**config.mk**
```make
export PLATFORM = sky130hd
export DESIGN_NAME = cpu_alu_with_flags_unit
export DESIGN_NICKNAME = d
export VERILOG_FILES = /design/src/cpualu_pkg.sv /design/src/cpualu_core.sv /design/src/cpu_alu_with_flags_unit.sv
export SDC_FILE = /design/constraint.sdc
export NUM_CORES = 1
export LEC_CHECK = 0
export BUFFER_PORTS_ARGS = -buffer_cell sky130_fd_sc_hd__buf_2
export CAP_MARGIN = 20
export CORE_ASPECT_RATIO = 0.75
export CORE_MARGIN = 4
export CORE_UTILIZATION = 45
export CTS_CLUSTER_SIZE = 16
export DETAILED_ROUTE_END_ITERATION = 7
export PLACE_DENSITY = 0.63
export REMOVE_ABC_BUFFERS = 1
export SETUP_SLACK_MARGIN = 0.15
export SLEW_MARGIN = 20
export SYNTH_ARGS = -nofsm -noshare
export SYNTH_HDL_FRONTEND = slang
export SYNTH_SLANG_ARGS = --single-unit
```
**constraint.sdc**
```tcl
create_clock -name clk -period 4.75 [get_ports clk]
set_clock_uncertainty 0.05 [all_clocks]
set_input_delay 0.95 -clock clk [delete_from_list [all_inputs] [get_ports clk]]
set_output_delay 0.95 -clock clk [all_outputs]
set_load 0.005 [all_outputs]
```
**src/cpualu_pkg.sv**
```systemverilog
// Shared types and constants for the CPU ALU with flag register.
package cpualu_pkg;

  // Operation codes; codes above FN_ADDSP are reserved
  typedef enum logic [5:0] {
    FN_ADD   = 6'd0,
    FN_ADC   = 6'd1,
    FN_SUB   = 6'd2,
    FN_SBC   = 6'd3,
    FN_AND   = 6'd4,
    FN_XOR   = 6'd5,
    FN_OR    = 6'd6,
    FN_CP    = 6'd7,
    FN_INC   = 6'd8,
    FN_DEC   = 6'd9,
    FN_RLCA  = 6'd10,
    FN_RLA   = 6'd11,
    FN_RRCA  = 6'd12,
    FN_RRA   = 6'd13,
    FN_RLC   = 6'd14,
    FN_RL    = 6'd15,
    FN_RRC   = 6'd16,
    FN_RR    = 6'd17,
    FN_SLA   = 6'd18,
    FN_SRA   = 6'd19,
    FN_SRL   = 6'd20,
    FN_SWAP  = 6'd21,
    FN_BIT   = 6'd22,
    FN_RES   = 6'd23,
    FN_SET   = 6'd24,
    FN_DAA   = 6'd25,
    FN_CPL   = 6'd26,
    FN_SCF   = 6'd27,
    FN_CCF   = 6'd28,
    FN_ADD16 = 6'd29,
    FN_ADDSP = 6'd30
  } func_t;

  typedef struct packed {
    logic z;
    logic n;
    logic h;
    logic c;
  } flags_t;

  typedef struct packed {
    logic [15:0] value;
    logic        writes;
    flags_t      flags;
  } alu_res_t;

  // Decimal adjust constants
  localparam logic [7:0] DAA_LIMIT = 8'h99;
  localparam logic [7:0] DAA_HI    = 8'h60;
  localparam logic [7:0] DAA_LO    = 8'h06;
  localparam logic [3:0] NIB_LIMIT = 4'h9;

endpackage

```
**src/cpualu_core.sv**
```systemverilog
// Combinational ALU datapath: value, write enable and new flags for one word.
module cpualu_core (
  input  logic [5:0]          func,
  input  logic [15:0]         operand_a,
  input  logic [15:0]         operand_b,
  input  logic [2:0]          bit_index,
  input  cpualu_pkg::flags_t  flags_in,
  output cpualu_pkg::alu_res_t res
);

  logic [7:0]  a;
  logic [7:0]  b;
  logic        cin;
  logic        cuse;
  logic [8:0]  sum9;
  logic [4:0]  hsum5;
  logic [8:0]  dif9;
  logic [4:0]  hdif5;
  logic [7:0]  rot_v;
  logic [7:0]  rot_r;
  logic        rot_c;
  logic [7:0]  daa_v;
  logic        daa_c;
  logic [16:0] add16;
  logic [12:0] h16;
  logic [15:0] sp_ext;
  logic [4:0]  sp_h;
  logic [8:0]  sp_c;
  logic [7:0]  r8;

  assign a     = operand_a[7:0];
  assign b     = operand_b[7:0];
  assign cin   = flags_in.c;
  // carry-in only for the with-carry forms
  assign cuse  = ((func == cpualu_pkg::FN_ADC) || (func == cpualu_pkg::FN_SBC)) ? cin : 1'b0;

  assign sum9  = {1'b0, a} + {1'b0, b} + {8'd0, cuse};
  assign hsum5 = {1'b0, a[3:0]} + {1'b0, b[3:0]} + {4'd0, cuse};
  assign dif9  = {1'b0, a} - {1'b0, b} - {8'd0, cuse};
  assign hdif5 = {1'b0, a[3:0]} - {1'b0, b[3:0]} - {4'd0, cuse};

  assign add16  = {1'b0, operand_a} + {1'b0, operand_b};
  assign h16    = {1'b0, operand_a[11:0]} + {1'b0, operand_b[11:0]};
  assign sp_ext = {{8{b[7]}}, b};
  assign sp_h   = {1'b0, operand_a[3:0]} + {1'b0, b[3:0]};
  assign sp_c   = {1'b0, operand_a[7:0]} + {1'b0, b};

  // rotates: accumulator forms read A, prefixed forms read B
  always_comb begin
    rot_v = (func <= cpualu_pkg::FN_RRA) ? a : b;
    rot_r = '0;
    rot_c = 1'b0;
    case (func)
      cpualu_pkg::FN_RLCA, cpualu_pkg::FN_RLC: begin
        rot_c = rot_v[7];
        rot_r = {rot_v[6:0], rot_v[7]};
      end
      cpualu_pkg::FN_RLA, cpualu_pkg::FN_RL: begin
        rot_c = rot_v[7];
        rot_r = {rot_v[6:0], cin};
      end
      cpualu_pkg::FN_RRCA, cpualu_pkg::FN_RRC: begin
        rot_c = rot_v[0];
        rot_r = {rot_v[0], rot_v[7:1]};
      end
      cpualu_pkg::FN_RRA, cpualu_pkg::FN_RR: begin
        rot_c = rot_v[0];
        rot_r = {cin, rot_v[7:1]};
      end
      default: begin
        rot_c = 1'b0;
        rot_r = '0;
      end
    endcase
  end

  // decimal adjust; low nibble is untouched by the high correction
  always_comb begin
    daa_v = a;
    daa_c = cin;
    if (!flags_in.n) begin
      if (cin || (a > cpualu_pkg::DAA_LIMIT)) begin
        daa_v = daa_v + cpualu_pkg::DAA_HI;
        daa_c = 1'b1;
      end
      if (flags_in.h || (a[3:0] > cpualu_pkg::NIB_LIMIT)) begin
        daa_v = daa_v + cpualu_pkg::DAA_LO;
      end
    end else begin
      if (cin) begin
        daa_v = daa_v - cpualu_pkg::DAA_HI;
      end
      if (flags_in.h) begin
        daa_v = daa_v - cpualu_pkg::DAA_LO;
      end
    end
  end

  always_comb begin
    r8         = '0;
    res.value  = '0;
    res.writes = 1'b1;
    res.flags  = flags_in;
    case (cpualu_pkg::func_t'(func))
      cpualu_pkg::FN_ADD, cpualu_pkg::FN_ADC: begin
        r8        = sum9[7:0];
        res.flags = '{z: (r8 == 8'd0), n: 1'b0, h: hsum5[4], c: sum9[8]};
      end
      cpualu_pkg::FN_SUB, cpualu_pkg::FN_SBC: begin
        r8        = dif9[7:0];
        res.flags = '{z: (r8 == 8'd0), n: 1'b1, h: hdif5[4], c: dif9[8]};
      end
      cpualu_pkg::FN_CP: begin
        res.writes = 1'b0;
        res.flags  = '{z: (dif9[7:0] == 8'd0), n: 1'b1, h: hdif5[4], c: dif9[8]};
      end
      cpualu_pkg::FN_AND: begin
        r8        = a & b;
        res.flags = '{z: (r8 == 8'd0), n: 1'b0, h: 1'b1, c: 1'b0};
      end
      cpualu_pkg::FN_XOR: begin
        r8        = a ^ b;
        res.flags = '{z: (r8 == 8'd0), n: 1'b0, h: 1'b0, c: 1'b0};
      end
      cpualu_pkg::FN_OR: begin
        r8        = a | b;
        res.flags = '{z: (r8 == 8'd0), n: 1'b0, h: 1'b0, c: 1'b0};
      end
      cpualu_pkg::FN_INC: begin
        r8        = b + 8'd1;
        res.flags = '{z: (r8 == 8'd0), n: 1'b0, h: (b[3:0] == 4'hF), c: cin};
      end
      cpualu_pkg::FN_DEC: begin
        r8        = b - 8'd1;
        res.flags = '{z: (r8 == 8'd0), n: 1'b1, h: (b[3:0] == 4'h0), c: cin};
      end
      cpualu_pkg::FN_RLCA, cpualu_pkg::FN_RLA, cpualu_pkg::FN_RRCA, cpualu_pkg::FN_RRA: begin
        // accumulator rotates always clear Z
        r8        = rot_r;
        res.flags = '{z: 1'b0, n: 1'b0, h: 1'b0, c: rot_c};
      end
      cpualu_pkg::FN_RLC, cpualu_pkg::FN_RL, cpualu_pkg::FN_RRC, cpualu_pkg::FN_RR: begin
        r8        = rot_r;
        res.flags = '{z: (r8 == 8'd0), n: 1'b0, h: 1'b0, c: rot_c};
      end
      cpualu_pkg::FN_SLA: begin
        r8        = {b[6:0], 1'b0};
        res.flags = '{z: (r8 == 8'd0), n: 1'b0, h: 1'b0, c: b[7]};
      end
      cpualu_pkg::FN_SRA: begin
        r8        = {b[7], b[7:1]};
        res.flags = '{z: (r8 == 8'd0), n: 1'b0, h: 1'b0, c: b[0]};
      end
      cpualu_pkg::FN_SRL: begin
        r8        = {1'b0, b[7:1]};
        res.flags = '{z: (r8 == 8'd0), n: 1'b0, h: 1'b0, c: b[0]};
      end
      cpualu_pkg::FN_SWAP: begin
        r8        = {b[3:0], b[7:4]};
        res.flags = '{z: (r8 == 8'd0), n: 1'b0, h: 1'b0, c: 1'b0};
      end
      cpualu_pkg::FN_BIT: begin
        res.writes = 1'b0;
        res.flags  = '{z: !b[bit_index], n: 1'b0, h: 1'b1, c: cin};
      end
      cpualu_pkg::FN_RES: begin
        r8 = b & ~(8'd1 << bit_index);
      end
      cpualu_pkg::FN_SET: begin
        r8 = b | (8'd1 << bit_index);
      end
      cpualu_pkg::FN_DAA: begin
        r8        = daa_v;
        res.flags = '{z: (r8 == 8'd0), n: flags_in.n, h: 1'b0, c: daa_c};
      end
      cpualu_pkg::FN_CPL: begin
        r8        = ~a;
        res.flags = '{z: flags_in.z, n: 1'b1, h: 1'b1, c: flags_in.c};
      end
      cpualu_pkg::FN_SCF: begin
        res.writes = 1'b0;
        res.flags  = '{z: flags_in.z, n: 1'b0, h: 1'b0, c: 1'b1};
      end
      cpualu_pkg::FN_CCF: begin
        res.writes = 1'b0;
        res.flags  = '{z: flags_in.z, n: 1'b0, h: 1'b0, c: !cin};
      end
      cpualu_pkg::FN_ADD16, cpualu_pkg::FN_ADDSP: begin
        // value and flags come from the 16-bit adders below
        res.writes = 1'b1;
      end
      default: begin
        res.writes = 1'b0;
      end
    endcase

    // 16-bit forms override the byte result
    if (func == cpualu_pkg::FN_ADD16) begin
      res.value = add16[15:0];
      res.flags = '{z: flags_in.z, n: 1'b0, h: h16[12], c: add16[16]};
    end else if (func == cpualu_pkg::FN_ADDSP) begin
      res.value = operand_a + sp_ext;
      res.flags = '{z: 1'b0, n: 1'b0, h: sp_h[4], c: sp_c[8]};
    end else begin
      res.value = {8'd0, r8};
    end
  end

endmodule

```
**src/cpu_alu_with_flags_unit.sv**
```systemverilog
// Top level: input register, ALU datapath, result register and flag register.
//
// 8-bit CPU ALU with a Z/N/H/C flag register kept inside the block. Each
// word on the in_ channel carries an operation code, two 16-bit operands
// (8-bit operations use the low bytes, ADD16/ADDSP the full width) and a
// bit index; each word yields exactly one result word on the out_ channel
// with the value, a write-back enable and the flags after the operation.
// Words are handled strictly in order: the flags used by a word are those
// left by the word before it. A word passes the input register and then the
// result register before out_valid shows it; throughput is one word per
// clock as long as out_ready is high, since the whole operation plus the
// flag update fits in the single logic stage between the two registers.
// When out_ready is low the result register holds, the input register
// still takes one more word, and in_ready then drops. Reset clears the
// flags and empties both registers. Reserved codes (31 and up) return
// zero, no write, and leave the flags as they were.
module cpu_alu_with_flags_unit (
  input  logic        clk,
  input  logic        rst_n,
  input  logic        in_valid,
  output logic        in_ready,
  input  logic [5:0]  in_func,
  input  logic [15:0] in_operand_a,
  input  logic [15:0] in_operand_b,
  input  logic [2:0]  in_bit_index,
  output logic        out_valid,
  input  logic        out_ready,
  output logic [15:0] out_result_value,
  output logic        out_writes_result,
  output logic        out_zero_flag,
  output logic        out_subtract_flag,
  output logic        out_half_carry_flag,
  output logic        out_carry_flag
);

  // input stage
  logic        s1_vld_r;
  logic        s1_vld_nxt;
  logic [5:0]  s1_func_r;
  logic [15:0] s1_a_r;
  logic [15:0] s1_b_r;
  logic [2:0]  s1_idx_r;

  // result stage
  logic        out_vld_r;
  logic        out_vld_nxt;
  cpualu_pkg::alu_res_t out_res_r;

  // kept flag register, updated as each word leaves the input stage
  cpualu_pkg::flags_t flags_r;
  cpualu_pkg::flags_t flags_nxt;

  cpualu_pkg::alu_res_t alu_res;

  logic in_take;
  logic s1_adv;
  logic out_take;

  assign out_take = out_vld_r && out_ready;
  // input stage moves on when the result register is empty or draining
  assign s1_adv   = s1_vld_r && (!out_vld_r || out_ready);
  assign in_ready = !s1_vld_r || s1_adv;
  assign in_take  = in_valid && in_ready;

  cpualu_core u_core (
    .func      (s1_func_r),
    .operand_a (s1_a_r),
    .operand_b (s1_b_r),
    .bit_index (s1_idx_r),
    .flags_in  (flags_r),
    .res       (alu_res)
  );

  always_comb begin
    s1_vld_nxt = s1_vld_r;
    if (in_take) begin
      s1_vld_nxt = 1'b1;
    end else if (s1_adv) begin
      s1_vld_nxt = 1'b0;
    end
  end

  always_comb begin
    out_vld_nxt = out_vld_r;
    if (s1_adv) begin
      out_vld_nxt = 1'b1;
    end else if (out_take) begin
      out_vld_nxt = 1'b0;
    end
  end

  assign flags_nxt = s1_adv ? alu_res.flags : flags_r;

  always_ff @(posedge clk) begin
    if (!rst_n) begin
      s1_vld_r  <= 1'b0;
      out_vld_r <= 1'b0;
      flags_r   <= '0;
    end else begin
      s1_vld_r  <= s1_vld_nxt;
      out_vld_r <= out_vld_nxt;
      flags_r   <= flags_nxt;
    end
  end

  // payload registers, no reset
  always_ff @(posedge clk) begin
    if (in_take) begin
      s1_func_r <= in_func;
      s1_a_r    <= in_operand_a;
      s1_b_r    <= in_operand_b;
      s1_idx_r  <= in_bit_index;
    end
    if (s1_adv) begin
      out_res_r <= alu_res;
    end
  end

  assign out_valid           = out_vld_r;
  assign out_result_value    = out_res_r.value;
  assign out_writes_result   = out_res_r.writes;
  assign out_zero_flag       = out_res_r.flags.z;
  assign out_subtract_flag   = out_res_r.flags.n;
  assign out_half_carry_flag = out_res_r.flags.h;
  assign out_carry_flag      = out_res_r.flags.c;

endmodule

```
==> out/summary.md <==
The flow ran to the end, and the final reports show no timing, DRC or antenna violations. In the synthesized netlist the dominant register cell turns out to be sky130_fd_sc_hd__edfxtp_1. Sum of buffers and inverters on the critical path: 1. Share of Yosys cell area claimed by the top area cell type: 27.3%. The pre-antenna-repair detailed-routing pass consisted of 6 iterations. The nature of the critical path endpoint is a register. After synthesis the cells add up to 6810 sq um. In the final layout, the share of cells above drive strength 1 is 17.0%.

The first global-routing pass estimated 37900 um of wire. The quantity of I/O buffers inserted on ports was 67. After detailed routing, the average wire length per cell comes to 23.9 um. The final wirelength was 25000 um; the post-synthesis area per instance was 8.63 sq um. The tools report the post-detailed-route count of antenna-violating nets as 0. The minimum period implied by the final worst setup slack is 4180 ps. Number of global-route vias before repair: 6273. The multi-input combinational cells in the finished layout cover a total of 4490 sq um. TritonCTS built the clock tree. The run gives 789 as the gate count of the mapped netlist. The synthesis-to-layout area growth is 13.0%, and the net count reported at finish is 945. The row count came out at 38. The tree built by TritonCTS fans out to 68 sinks.

The die extent in y works out to 115 um. The H-tree was split into 3 levels. Headroom to the max-slew limit: 27.2%. Counting flops with an async set or reset pin after synthesis yields a share of 0%. On the final layout, the worst hold slack is 480 ps. Power spread over the standard cell area amounts to 262 nW/um^2. The most repeated library cell on the critical path was sky130_fd_sc_hd__nor2_1.

Summed over all layers, the global routing overflow is 0. The top cell types in the final layout, fill and taps aside, are sky130_fd_sc_hd__nor2_1, sky130_fd_sc_hd__buf_2, sky130_fd_sc_hd__edfxtp_1, sky130_fd_sc_hd__ha_1, sky130_fd_sc_hd__a21oi_1. The per-cell via count in the routed design works out to 6.55. The classification of the worst-slack hold path was reg2reg.

Traced cell by cell, the critical path runs through or2_2 > nor2_1 > nand3_1 > fa_1 > fa_1 > o21a_1 > nor2_1 > xnor2_1 > nor2_1 > a2111oi_0 > a21oi_1 > nor3_1 > inv_1. The tools report the count of placed standard cells in the final layout, fillers left out as 1046. The sequential element share of the synthesized area is 29.1%, and the final-report hold violation count is 0. The register clock-pin slew on the reported worst setup and hold paths was 60 ps.

For the antenna cell count, the log shows 0. At the end of routability-driven placement, the weighted congestion stood at 1.03. Broken down by cell family, the worst path's largest delay share belongs to simple AND/OR/NAND/NOR gates.

The tools report the startpoint kind of the worst setup timing path as a register. The number of enable flip-flop cells after synthesis is 62, and the largest stage delay on the critical path is 480 ps. For this configuration, the core starts out at a cell density of 46.5%. The tools report the routed via count as 6851. The distinct cell type count after synthesis was 83. For the met1 track demand over resource, the log shows 45.0%. The total setup buffers inserted after CTS was 0; the post-cts hold buffer count was 0.

Setup violations remaining at the end of the flow were counted as 0. Critical path class: reg2reg. The tools report the total of warnings raised by yosys as 0. The number of buffers inserted during clock tree synthesis is 9. The initial antenna violation count was 1; the maximum resistive drop on vdd was 148 uV. Counting the fill cells in the layout gives 1426. The core region is 14600 sq um. The die width came out at 150 um. sky130_fd_sc_hd__edfxtp_1 takes more of the synthesized area than any other cell.

Entering global routing, the biggest net connects 42 pins. Registers take 1980 sq um. In the routed design, unresolved DRC markers number 0. Once placement completed, the tool counted placed cells totaling 1030. The violation count after the first detailed-route iteration was 853; the final cycle utilization of the critical path was 87.9%. CTS placed an instance of sky130_fd_sc_hd__clkbuf_16 at the clock tree root. For the met3 usage in global routing, the log shows 7.36%.

In this run the worst path has a maximum fanout of 8. The global routing's busiest layer is met1. Final max-slew violation count: 0. The HPWL after detailed placement is 19000 um. For the worst setup path, the data required time is 4790 ps. Across the run, the number of max-cap violations was 0.

The tools report the fmax as 0.239 GHz. For the final routed database, the setup TNS stands at 0 ps. After synthesis, the cell types taking the most area are sky130_fd_sc_hd__edfxtp_1, sky130_fd_sc_hd__ha_1, sky130_fd_sc_hd__a21oi_1, sky130_fd_sc_hd__nor2_1, sky130_fd_sc_hd__xor2_1.

In this run, post-CTS repair resized a total of 0 instances. Data arrives at the worst endpoint at 4220 ps. The reported leakage power is 2.97 nW, and the die footprint is 17200 sq um.

Clock latency on the worst-skew pair, taken at its later pin, is 350 ps. For this run, the total global-route usage over all layers was measured as 29.3%. In the global route stage, met2 resource usage came out at 39.8%. The clock passes through at most 2 buffers. Number of storage elements in the synthesis netlist: 68. Slowest cell on the critical path: sky130_fd_sc_hd__nor2_1.

For the pin with the worst max-slew slack, the measured transition is 1080 ps. 68 I/O pins were placed. Setup repair after global routing left no endpoint under its margin.
==> power by group <==
part | switching [mW] | internal, mW
sequential | 0.0278 | 0.694
clock | 0.282 | 0.409
combinational | 0.379 | 0.226
==> registers in the layout, summed over array words and instances (netlist names) <==
| signal | cells |
|---|---|
| flags_r | 4 |
| out_carry_flag | 1 |
| out_half_carry_flag | 1 |
| out_result_value | 16 |
| out_subtract_flag | 1 |
| out_valid | 1 |
| out_writes_result | 1 |
| out_zero_flag | 1 |
| s1_a_r | 16 |
| s1_b_r | 16 |
| s1_func_r | 6 |
| s1_idx_r | 3 |
| s1_vld_r | 1 |
==> Yosys cell counts (all sizes together) (7+ instances only) <==
cell and count:
nand3 25, nor2b 12, inv 33, nor3b 8
a22oi 8, a211oi 9, a221oi 10, or2 7
edfxtp 62, o221ai 11, xnor2 22, buf 13
o211ai 12, nor4 12, o22ai 17, mux2i 19
o21ai 39, nand4 12, nor3 28, nand2b 12
nor2 67, clkbuf 41, nand2 49, ha 56
xor2 23, a21oi 53
==> final cells by class <==
| type | instances | area share [%] |
|---|---|---|
| sequential | 68 | 25.8 |
| clock buffer | 9 | 2.93 |
| inverter | 35 | 1.71 |
| multi-input combinational | 632 | 58.3 |
| timing repair buffer | 95 | 7.09 |
| clock inverter | 7 | 0.976 |
| tap | 200 | 3.25 |
==> routing by layer <==
metal  share of wire, %  up-vias
li1                   -     3109
met1                 46     3203
met2                 39      460
met3                 12       77
met4                3.0        2
met5              0.032        -
==> per-stage QoR <==
step | cell area, sq um | utilization (%) | setup slack, ps | power [mW]
4_1_cts | 7690 | 52.5 | 655 | 2.02
5_1_grt | 7690 | 52.5 | 306 | 2.12
6_report | 7690 | 52.5 | 573 | 2.02
3_3_place_gp | 7390 | 50.5 | 790 | 1.31
3_5_place_dp | 7390 | 50.5 | 674 | 1.32
2_1_floorplan | 6590 | - | 889 | 1.12
==> worst paths after layout <==
check / startpoint / to / slack (ps) / cells past startpoint
min reg2reg: s1_vld_r$_SDFFE_PN0P_ / out_valid$_SDFFE_PN0P_ / 480 / 1
max: s1_func_r[4]$_DFFE_PP_ / out_half_carry_flag$_DFFE_PP_ / 570 / 13
min: s1_vld_r$_SDFFE_PN0P_ / out_valid$_SDFFE_PN0P_ / 480 / 1
max reg2reg: s1_func_r[4]$_DFFE_PP_ / out_half_carry_flag$_DFFE_PP_ / 570 / 13
==> kinds of logic (layout without fill, tap and decap cells) <==
family | count (synthesis) | after routing | synth area share (%)
multiplexers | 23 | 23 | 3.78
adder cells (fa/ha/maj) | 59 | 59 | 11.2
AND/OR/NAND/NOR | 278 | 278 | 21.8
buffers and inverters | 89 | 146 | 5.12
flip-flops | 68 | 68 | 29.1
XOR/XNOR | 45 | 45 | 5.79
AO/OA/AOI/OAI | 227 | 227 | 23.3
(Power assumes the default switching activity.)
